## src/hw/rtl/plrs_pkg.sv

```systemverilog
`timescale 1ns / 1ps
// ----------------------------------------------------------------------------
// Pulse link receiver sequencer package
// Shared widths, item kinds, reply kinds and register indexes.
// ----------------------------------------------------------------------------
package plrs_pkg;

	// Field widths
	localparam int IdBits   = 31;
	localparam int StatBits = 31;
	localparam int LenBits  = 16;
	localparam int GapBits  = 10;
	localparam int InactBits = 24;
	localparam int CfgIdxBits = 2;
	localparam int CfgDataBits = 24;

	// Register reset values
	localparam logic [LenBits-1:0]   PulseLenReset = LenBits'(50);
	localparam logic [GapBits-1:0]   MaxGapReset   = GapBits'(10);
	localparam logic [InactBits-1:0] InactReset    = InactBits'(60000);

	// Saturation limits
	localparam logic [StatBits-1:0]  StatMax  = {StatBits{1'b1}};
	localparam logic [LenBits-1:0]   LenMax   = {LenBits{1'b1}};
	localparam logic [InactBits-1:0] InactMax = {InactBits{1'b1}};

	typedef logic [IdBits-1:0]   id_t;
	typedef logic [StatBits-1:0] stat_t;

	// Item kinds
	typedef enum logic [1:0] {
		FUNC_TICK  = 2'd0,
		FUNC_PULSE = 2'd1,
		FUNC_SYNC  = 2'd2,
		FUNC_BOOT  = 2'd3
	} func_t;

	// Reply kinds
	typedef enum logic [1:0] {
		REPLY_NONE   = 2'd0,
		REPLY_ACK    = 2'd1,
		REPLY_BOOT   = 2'd2,
		REPLY_REPORT = 2'd3
	} reply_t;

	// Configuration register indexes
	localparam logic [CfgIdxBits-1:0] CFG_PULSE_LEN = 2'd0;
	localparam logic [CfgIdxBits-1:0] CFG_MAX_GAP   = 2'd1;
	localparam logic [CfgIdxBits-1:0] CFG_INACT     = 2'd2;

	// Saturating add of two statistic values.
	function automatic stat_t stat_sat_add(input stat_t a, input stat_t b);
		logic [StatBits:0] sum;
		begin
			sum = {1'b0, a} + {1'b0, b};
			if (sum >= {1'b0, StatMax}) begin
				stat_sat_add = StatMax;
			end else begin
				stat_sat_add = sum[StatBits-1:0];
			end
		end
	endfunction

	// Larger of two statistic values.
	function automatic stat_t stat_max(input stat_t a, input stat_t b);
		stat_max = (a > b) ? a : b;
	endfunction

endpackage

```

## src/hw/rtl/pulse_link_receiver_sequencer.sv

```systemverilog
`timescale 1ns / 1ps
// ----------------------------------------------------------------------------
// Pulse link receiver sequencer
// Tracks pulse ids, drives the output pulse and replays owed pulses.
// ----------------------------------------------------------------------------
// Usage:
//   The input channel (in_valid / in_ready) carries one request per item:
//   a 1 ms tick, a pulse message, a sync query or a sender boot message.
//   Every request yields exactly one result on the output channel
//   (out_valid / out_ready), holding the pin level, the reply and the
//   link status after that request.
//   The result is valid in the cycle after the request is taken.
//   Throughput is one request per cycle unless stalled; the state and
//   the result register are updated by one pass of compare and add logic.
//   The result register holds one result. A new request is taken while
//   the held result is being taken in the same cycle, so a stalled
//   receiver stalls the input only while the result register is full.
//   The configuration channel (cfg_valid / cfg_ready) is always ready and
//   writes one register per request; write it only while the block idles.
//   Reset clears all state and loads the register defaults: pulse length
//   50, largest buffered gap 10 and inactivity limit 60000 ticks.
// ----------------------------------------------------------------------------
module pulse_link_receiver_sequencer (
	input  logic                              clk,
	input  logic                              arst_n,
	// Configuration write channel
	input  logic                              cfg_valid,
	output logic                              cfg_ready,
	input  logic [plrs_pkg::CfgIdxBits-1:0]   cfg_index,
	input  logic [plrs_pkg::CfgDataBits-1:0]  cfg_data,
	// Input channel
	input  logic                              in_valid,
	output logic                              in_ready,
	input  logic [1:0]                        func,
	input  logic [plrs_pkg::IdBits-1:0]       pulse_id,
	input  logic [plrs_pkg::StatBits-1:0]     peer_pulses,
	input  logic [plrs_pkg::StatBits-1:0]     peer_sender_reboots,
	input  logic [plrs_pkg::StatBits-1:0]     peer_receiver_reboots,
	input  logic [plrs_pkg::StatBits-1:0]     peer_lost,
	// Output channel
	output logic                              out_valid,
	input  logic                              out_ready,
	output logic                              pulse_low,
	output logic [1:0]                        reply_kind,
	output logic [plrs_pkg::StatBits-1:0]     reply_pulses,
	output logic [plrs_pkg::StatBits-1:0]     reply_sender_reboots,
	output logic [plrs_pkg::StatBits-1:0]     reply_receiver_reboots,
	output logic [plrs_pkg::StatBits-1:0]     reply_lost,
	output logic                              link_up,
	output logic [plrs_pkg::StatBits-1:0]     backlog_now,
	output logic [plrs_pkg::StatBits-1:0]     lost_now
);
	import plrs_pkg::*;

	// Configuration registers
	logic [LenBits-1:0]   pulse_len_q;
	logic [GapBits-1:0]   max_gap_q;
	logic [InactBits-1:0] inact_limit_q;

	// Link state
	id_t                  last_id_q;
	logic                 pulse_on_q;
	logic [LenBits-1:0]   since_start_q;
	logic [LenBits-1:0]   since_end_q;
	logic [InactBits-1:0] since_msg_q;
	stat_t                backlog_q;
	stat_t                lost_q;
	logic                 resync_q;
	logic                 connected_q;
	stat_t                st_pulses_q;
	stat_t                st_snd_reboots_q;
	stat_t                st_rcv_reboots_q;
	stat_t                st_lost_q;

	// Next state
	id_t                  last_id_d;
	logic                 pulse_on_d;
	logic [LenBits-1:0]   since_start_d;
	logic [LenBits-1:0]   since_end_d;
	logic [InactBits-1:0] since_msg_d;
	stat_t                backlog_d;
	stat_t                lost_d;
	logic                 resync_d;
	logic                 connected_d;
	stat_t                st_pulses_d;
	stat_t                st_snd_reboots_d;
	stat_t                st_rcv_reboots_d;
	stat_t                st_lost_d;

	// Reply of this request
	reply_t               kind_d;
	stat_t                r_pulses_d;
	stat_t                r_snd_d;
	stat_t                r_rcv_d;
	stat_t                r_lost_d;

	logic                 in_accept;
	logic [IdBits:0]      next_id;
	logic [IdBits:0]      id_ext;
	stat_t                gap;
	stat_t                snd_merged;
	func_t                func_e;

	assign cfg_ready = 1'b1;
	assign in_ready  = !out_valid || out_ready;
	assign in_accept = in_valid && in_ready;
	assign func_e    = func_t'(func);

	// Id sequence helpers
	assign next_id    = {1'b0, last_id_q} + (IdBits+1)'(1);
	assign id_ext     = {1'b0, pulse_id};
	assign gap        = StatBits'(id_ext - next_id);
	assign snd_merged = stat_max(st_snd_reboots_q, peer_sender_reboots);

	// Configuration writes
	always_ff @(posedge clk or negedge arst_n) begin
		if (!arst_n) begin
			pulse_len_q   <= PulseLenReset;
			max_gap_q     <= MaxGapReset;
			inact_limit_q <= InactReset;
		end else if (cfg_valid && cfg_ready) begin
			case (cfg_index)
				CFG_PULSE_LEN: pulse_len_q   <= cfg_data[LenBits-1:0];
				CFG_MAX_GAP:   max_gap_q     <= cfg_data[GapBits-1:0];
				CFG_INACT:     inact_limit_q <= cfg_data[InactBits-1:0];
				default: ;
			endcase
		end
	end

	// Per-request state update and reply
	always_comb begin
		last_id_d        = last_id_q;
		pulse_on_d       = pulse_on_q;
		since_start_d    = since_start_q;
		since_end_d      = since_end_q;
		since_msg_d      = since_msg_q;
		backlog_d        = backlog_q;
		lost_d           = lost_q;
		resync_d         = resync_q;
		connected_d      = connected_q;
		st_pulses_d      = st_pulses_q;
		st_snd_reboots_d = st_snd_reboots_q;
		st_rcv_reboots_d = st_rcv_reboots_q;
		st_lost_d        = st_lost_q;
		kind_d           = REPLY_NONE;
		r_pulses_d       = '0;
		r_snd_d          = '0;
		r_rcv_d          = '0;
		r_lost_d         = '0;

		case (func_e)
			FUNC_TICK: begin
				// Timers advance and saturate.
				if (since_start_q != LenMax) since_start_d = since_start_q + LenBits'(1);
				if (since_end_q != LenMax) since_end_d = since_end_q + LenBits'(1);
				if (since_msg_q != InactMax) since_msg_d = since_msg_q + InactBits'(1);
				// A pulse that has run its length ends.
				if (pulse_on_q && since_start_d >= pulse_len_q) begin
					pulse_on_d  = 1'b0;
					since_end_d = '0;
				end
				if (since_msg_d > inact_limit_q) connected_d = 1'b0;
				// Replay one owed pulse once the idle gap has passed.
				if (backlog_q != '0 && !pulse_on_d && since_end_d > pulse_len_q) begin
					pulse_on_d    = 1'b1;
					since_start_d = '0;
					backlog_d     = backlog_q - StatBits'(1);
				end
			end
			FUNC_PULSE: begin
				connected_d = 1'b1;
				if (id_ext == next_id) begin
					// Next id in sequence: play now or defer to the backlog.
					last_id_d   = pulse_id;
					since_msg_d = '0;
					if (pulse_on_q || since_end_q < pulse_len_q) begin
						backlog_d = stat_sat_add(backlog_q, StatBits'(1));
					end else begin
						pulse_on_d    = 1'b1;
						since_start_d = '0;
					end
				end else if (id_ext > next_id) begin
					// Missed ids: small gaps are owed, large ones are lost.
					if (gap > StatBits'(max_gap_q)) begin
						resync_d = 1'b1;
						lost_d   = stat_sat_add(lost_q, gap);
					end else begin
						backlog_d = stat_sat_add(backlog_q, gap);
					end
					last_id_d     = pulse_id;
					since_msg_d   = '0;
					pulse_on_d    = 1'b1;
					since_start_d = '0;
				end
			end
			FUNC_SYNC: begin
				if (!resync_q) begin
					kind_d      = REPLY_ACK;
					r_pulses_d  = last_id_q;
					connected_d = 1'b1;
				end else begin
					// Resync pending: send a full boot report instead.
					resync_d         = 1'b0;
					st_pulses_d      = last_id_q;
					st_lost_d        = lost_q;
					kind_d           = REPLY_REPORT;
					r_pulses_d       = last_id_q;
					r_snd_d          = st_snd_reboots_q;
					r_rcv_d          = st_rcv_reboots_q;
					r_lost_d         = lost_q;
					st_snd_reboots_d = stat_sat_add(st_snd_reboots_q, StatBits'(1));
				end
			end
			FUNC_BOOT: begin
				// Report own statistics, then merge with the peer's.
				kind_d           = REPLY_BOOT;
				r_pulses_d       = last_id_q;
				r_snd_d          = st_snd_reboots_q;
				r_rcv_d          = st_rcv_reboots_q;
				r_lost_d         = lost_q;
				connected_d      = 1'b1;
				st_pulses_d      = stat_max(last_id_q, peer_pulses);
				st_rcv_reboots_d = stat_max(st_rcv_reboots_q, peer_receiver_reboots);
				st_lost_d        = stat_max(lost_q, peer_lost);
				st_snd_reboots_d = stat_sat_add(snd_merged, StatBits'(1));
				last_id_d        = st_pulses_d;
				lost_d           = st_lost_d;
			end
			default: ;
		endcase
	end

	// State registers
	always_ff @(posedge clk or negedge arst_n) begin
		if (!arst_n) begin
			last_id_q        <= '0;
			pulse_on_q       <= 1'b0;
			since_start_q    <= '0;
			since_end_q      <= '0;
			since_msg_q      <= '0;
			backlog_q        <= '0;
			lost_q           <= '0;
			resync_q         <= 1'b0;
			connected_q      <= 1'b0;
			st_pulses_q      <= '0;
			st_snd_reboots_q <= '0;
			st_rcv_reboots_q <= '0;
			st_lost_q        <= '0;
		end else if (in_accept) begin
			last_id_q        <= last_id_d;
			pulse_on_q       <= pulse_on_d;
			since_start_q    <= since_start_d;
			since_end_q      <= since_end_d;
			since_msg_q      <= since_msg_d;
			backlog_q        <= backlog_d;
			lost_q           <= lost_d;
			resync_q         <= resync_d;
			connected_q      <= connected_d;
			st_pulses_q      <= st_pulses_d;
			st_snd_reboots_q <= st_snd_reboots_d;
			st_rcv_reboots_q <= st_rcv_reboots_d;
			st_lost_q        <= st_lost_d;
		end
	end

	// Result valid flag
	always_ff @(posedge clk or negedge arst_n) begin
		if (!arst_n) begin
			out_valid <= 1'b0;
		end else if (in_ready) begin
			out_valid <= in_valid;
		end
	end

	// Result payload register
	always_ff @(posedge clk) begin
		if (in_accept) begin
			pulse_low              <= pulse_on_d;
			reply_kind             <= kind_d;
			reply_pulses           <= r_pulses_d;
			reply_sender_reboots   <= r_snd_d;
			reply_receiver_reboots <= r_rcv_d;
			reply_lost             <= r_lost_d;
			link_up                <= connected_d;
			backlog_now            <= backlog_d;
			lost_now               <= lost_d;
		end
	end

	// Every request produces a result in the next cycle.
	a_result_follows: assert property (@(posedge clk) disable iff (!arst_n)
		in_accept |=> out_valid)
		else $error("request taken without a result");

	// A tick never grows the backlog; it replays at most one owed pulse.
	a_backlog_step: assert property (@(posedge clk) disable iff (!arst_n)
		in_accept && func_e == FUNC_TICK |=> backlog_q <= $past(backlog_q))
		else $error("backlog grew on a tick");

	// The resync flag is only raised by a pulse message.
	a_resync_source: assert property (@(posedge clk) disable iff (!arst_n)
		$rose(resync_q) |-> $past(in_accept && func_e == FUNC_PULSE))
		else $error("resync flag raised by a non-pulse request");

	// A sync query is always answered with an ack or a boot report.
	a_sync_reply: assert property (@(posedge clk) disable iff (!arst_n)
		in_accept && func_e == FUNC_SYNC
		|=> reply_kind == REPLY_ACK || reply_kind == REPLY_REPORT)
		else $error("sync query without a proper reply");

	// The lost count falls only through a sender boot merge.
	a_lost_monotonic: assert property (@(posedge clk) disable iff (!arst_n)
		lost_q < $past(lost_q) |-> $past(in_accept && func_e == FUNC_BOOT))
		else $error("lost count decreased outside a boot merge");

endmodule
```

## config.mk

```make
export PLATFORM = sky130hd
export DESIGN_NAME = pulse_link_receiver_sequencer
export DESIGN_NICKNAME = d
export VERILOG_FILES = /design/src/hw/rtl/plrs_pkg.sv /design/src/hw/rtl/pulse_link_receiver_sequencer.sv
export SDC_FILE = /design/constraint.sdc
export NUM_CORES = 2
export LEC_CHECK = 0
export BUFFER_PORTS_ARGS = -buffer_cell sky130_fd_sc_hd__buf_4
export CORE_MARGIN = 2
export CORE_UTILIZATION = 40
export DETAILED_ROUTE_END_ITERATION = 8
export PLACE_DENSITY = 0.56
export SLEW_MARGIN = 20
export SYNTH_ARGS = -nofsm -noshare
export SYNTH_HDL_FRONTEND = slang
export SYNTH_SLANG_ARGS = --single-unit
export TNS_END_PERCENT = 30
```

## constraint.sdc

```tcl
create_clock -name clk -period 9.6 [get_ports clk]
set_input_delay 0.96 -clock clk [delete_from_list [all_inputs] [get_ports clk]]
set_output_delay 0.96 -clock clk [all_outputs]
set_load 0.005 [all_outputs]
```

==> impl_metrics.py <==
metrics = {
    "status": {
        "status": "completed",
    },
    "power_and_ir_drop": {
        "power.density_nw_per_um2": 305,
        "peakVddDrop_mv": 0.183,
        "leakagePower_nw": 18.0,
    },
    "drt": {
        "wire_per_inst_um": 22.8,
        "wl_um": 128000,
        "dr.pass1.iters": 6,
        "dr.first_iter.drc_count": 2821,
        "route.detailed.drc": 0,
        "vias_per_cell": 5.89,
        "routed-via-count": 32900,
        "postRouteAntennaNets": 0,
    },
    "synthesis": {
        "synth_edf_count": 190,
        "synthXorXnorAreaFrac_pct": 5.77,
        "avgSynthCellArea_um2": 8.73,
        "synthSimpleGateAreaFrac_pct": 19.3,
        "synth_cell_types": 94,
        "synth_compound_area_share_pct": 20.2,
        "synth_top_family_by_area": "compound AO/OA/AOI/OAI gates",
        "synthFlopType": "dfrtp_1",
        "synth_area_um2": 35800,
        "synth_top_area_share_pct": 17.7,
        "netlist.top_cell.by_area": "dfrtp_1",
        "synthArstFlopShare_pct": 58.2,
        "synthAdderAreaFrac_pct": 11.4,
        "netlist_instances": 4101,
        "ys_seq_area_share_pct": 34.5,
        "ys_ff_latch": 455,
        "synth_nets": 4612,
        "ys_warn_count": 0,
        "synth_area_leaders": "dfrtp_1, edfxtp_1, ha_1",
        "synthMuxAreaShare_pct": 4.08,
    },
    "sta": {
        "fmax_ghz": 0.137,
        "clock_skew_ps": 37.8,
        "slew_violations": 0,
        "layout_setup_ws_ps": 2310,
        "min_period_ps": 7290,
        "setup_tns_ps": 0,
        "hold_viol": 0,
        "setup_violations": 0,
        "rsz0062_at_grt": "no",
        "fin_crit_sh_pct": 75.9,
        "slew_headroom_pct": 24.8,
        "tightestPinTransition_ps": 1130,
    },
    "critical_path": {
        "required_ps": 9940,
        "critPathKind": "flop to flop",
        "crit_arrival_ps": 7630,
        "cp_max_fo": 10,
        "cp-start-kind": "flop",
        "end_kind": "flop",
    },
    "flow_run": {
        "max_cap_violations": 0,
    },
    "final_layout": {
        "final_area_um2": 41600,
        "seqCellArea_um2": 12400,
        "postLayoutCoreUtil_pct": 47.1,
        "nFillCells": 8621,
        "layout_commonest_cell": "buf_4",
        "stdcell_count": 5584,
        "layout_common_cells": "buf_4, o21ai_0, nand2_1, ha_1, a21oi_1",
        "syn_to_final_growth_pct": 16.3,
        "multiInputGateArea_um2": 21900,
        "num-nets-final": 4881,
        "drive_gt1_share_pct": 15.9,
    },
    "die": {
        "io_pins": 381,
        "dieArea_um2": 91900,
        "rows": 109,
        "core_area_um2": 88500,
        "die_h_um": 303,
        "start_util_pct": 40.5,
        "die_w_um": 303,
    },
    "placed_design": {
        "place_area_um2": 39800,
        "pre_cts_ws_ps": 2380,
        "portBuffers": 379,
        "gp_congestion": 0.964,
        "dp_hpwl_um": 95000,
        "place_inst": 5478,
    },
    "clock_tree": {
        "post_cts_resized": 0,
        "holdBufCountCts": 0,
        "cts_buffer_depth": 3,
        "cts.htree.levels": 2,
        "cts.sinks": 455,
        "cts_tree": "built",
        "clock_latency_ps": 630,
        "cts_buffers": 54,
        "cts_root_buf": "clkbuf_16",
        "path_clk_slew_ps": 60,
        "postCtsSetupBuffers": 0,
    },
    "global_routing": {
        "overflow": 0,
        "antenna_found_initial": 6,
        "grt_start_max_net_pins": 157,
        "grt_pass1_vias": 31300,
        "grt_usage_pct": 27.1,
        "grt_pass1_wl_um": 193000,
    },
    "min_path": {
        "min_path_type": "primary input to async pin",
    },
}
## path summary, 6_finish.rpt
check,startpoint,endpoint,slack (ps),depth (start not counted)
max,last_id_q[1],backlog_now[8],2310,24
min,arst_n,since_start_q[9],270,1
max reg2reg,last_id_q[1],backlog_now[8],2310,24
min reg2reg,inact_limit_q[18],inact_limit_q[18],500,1
max in group asynchronous,arst_n,lost_q[3],7910,2
min in group clk,inact_limit_q[18],inact_limit_q[18],500,1
## layout make-up
type | count | share of cell area [%]
flip-flops and latches | 455 | 29.7
multi-input cells | 3203 | 52.6
well taps | 1165 | 3.50
clock inverters | 27 | 0.616
repair buffers | 429 | 7.83
diodes | 3 | 0.0180
clock buffers | 75 | 3.68
inverters | 227 | 2.06
## registers in the layout, indices dropped and copies added, names as in the netlist, 16 cells and up
name	count
inact_limit_q	24
reply_receiver_reboots	31
since_msg_q	24
reply_sender_reboots	31
pulse_len_q	16
backlog_q	31
backlog_now	31
lost_q	31
reply_lost	31
lost_now	31
st_rcv_reboots_q	31
since_start_q	16
last_id_q	31
st_snd_reboots_q	31
reply_pulses	31
since_end_q	16
## Yosys cell counts, types with 128 or more instances
| library cell | n |
|---|---|
| nand2_1 | 344 |
| ha_1 | 320 |
| clkbuf_1 | 182 |
| o21ai_0 | 362 |
| nand3_1 | 128 |
| nor2_1 | 261 |
| a21oi_1 | 273 |
| inv_1 | 224 |
| edfxtp_1 | 190 |
| xnor2_1 | 135 |
| dfrtp_1 | 253 |
| and2_1 | 141 |
| nand4_1 | 131 |
## power by group
group | switching [W] | internal (W)
Combinational | 0.00449 | 0.00286
Clock | 0.000884 | 0.00122
Sequential | 0.000683 | 0.00254
## cells by family after synthesis
group           after synthesis
other cells                   1
xor+xnor                    236
compound gates             1146
mux                         132
simple gates               1365
buf+inv                     443
flops                       455
fa+ha+maj                   323
## per-layer routing
metal,wire length (um),global-route usage (%)
met1,56800,38.2
met2,57600,42.5
met4,3480,7.40
met5,0,0
met3,9740,4.81
## through the flow
step / hold slack, ps / power, W
2_1_floorplan: 478 / 0.00791
3_3_place_gp: 489 / 0.0104
3_5_place_dp: 493 / 0.0104
4_1_cts: 272 / 0.0126
5_1_grt: 293 / 0.0136
6_report: 271 / 0.0127
## worst max-delay path, stage by stage, from the launching register on
cell	delay, ps
dfrtp_1	480
ha_1	280
and3_1	250
nor2b_1	230
nor2b_1	300
nor2b_1	460
nand3_1	150
xor2_1	160
ha_1	440
inv_1	150
o21ai_0	280
o22a_1	290
a21oi_1	90
a211oi_1	760
ha_1	410
nand2_1	130
nor2_1	50
nand2_1	60
a21oi_1	50
o21ai_0	240
a31o_2	240
and2_1	140
or4b_1	790
o21ai_0	400
o21ai_0	170
(Power assumes the default switching activity.)
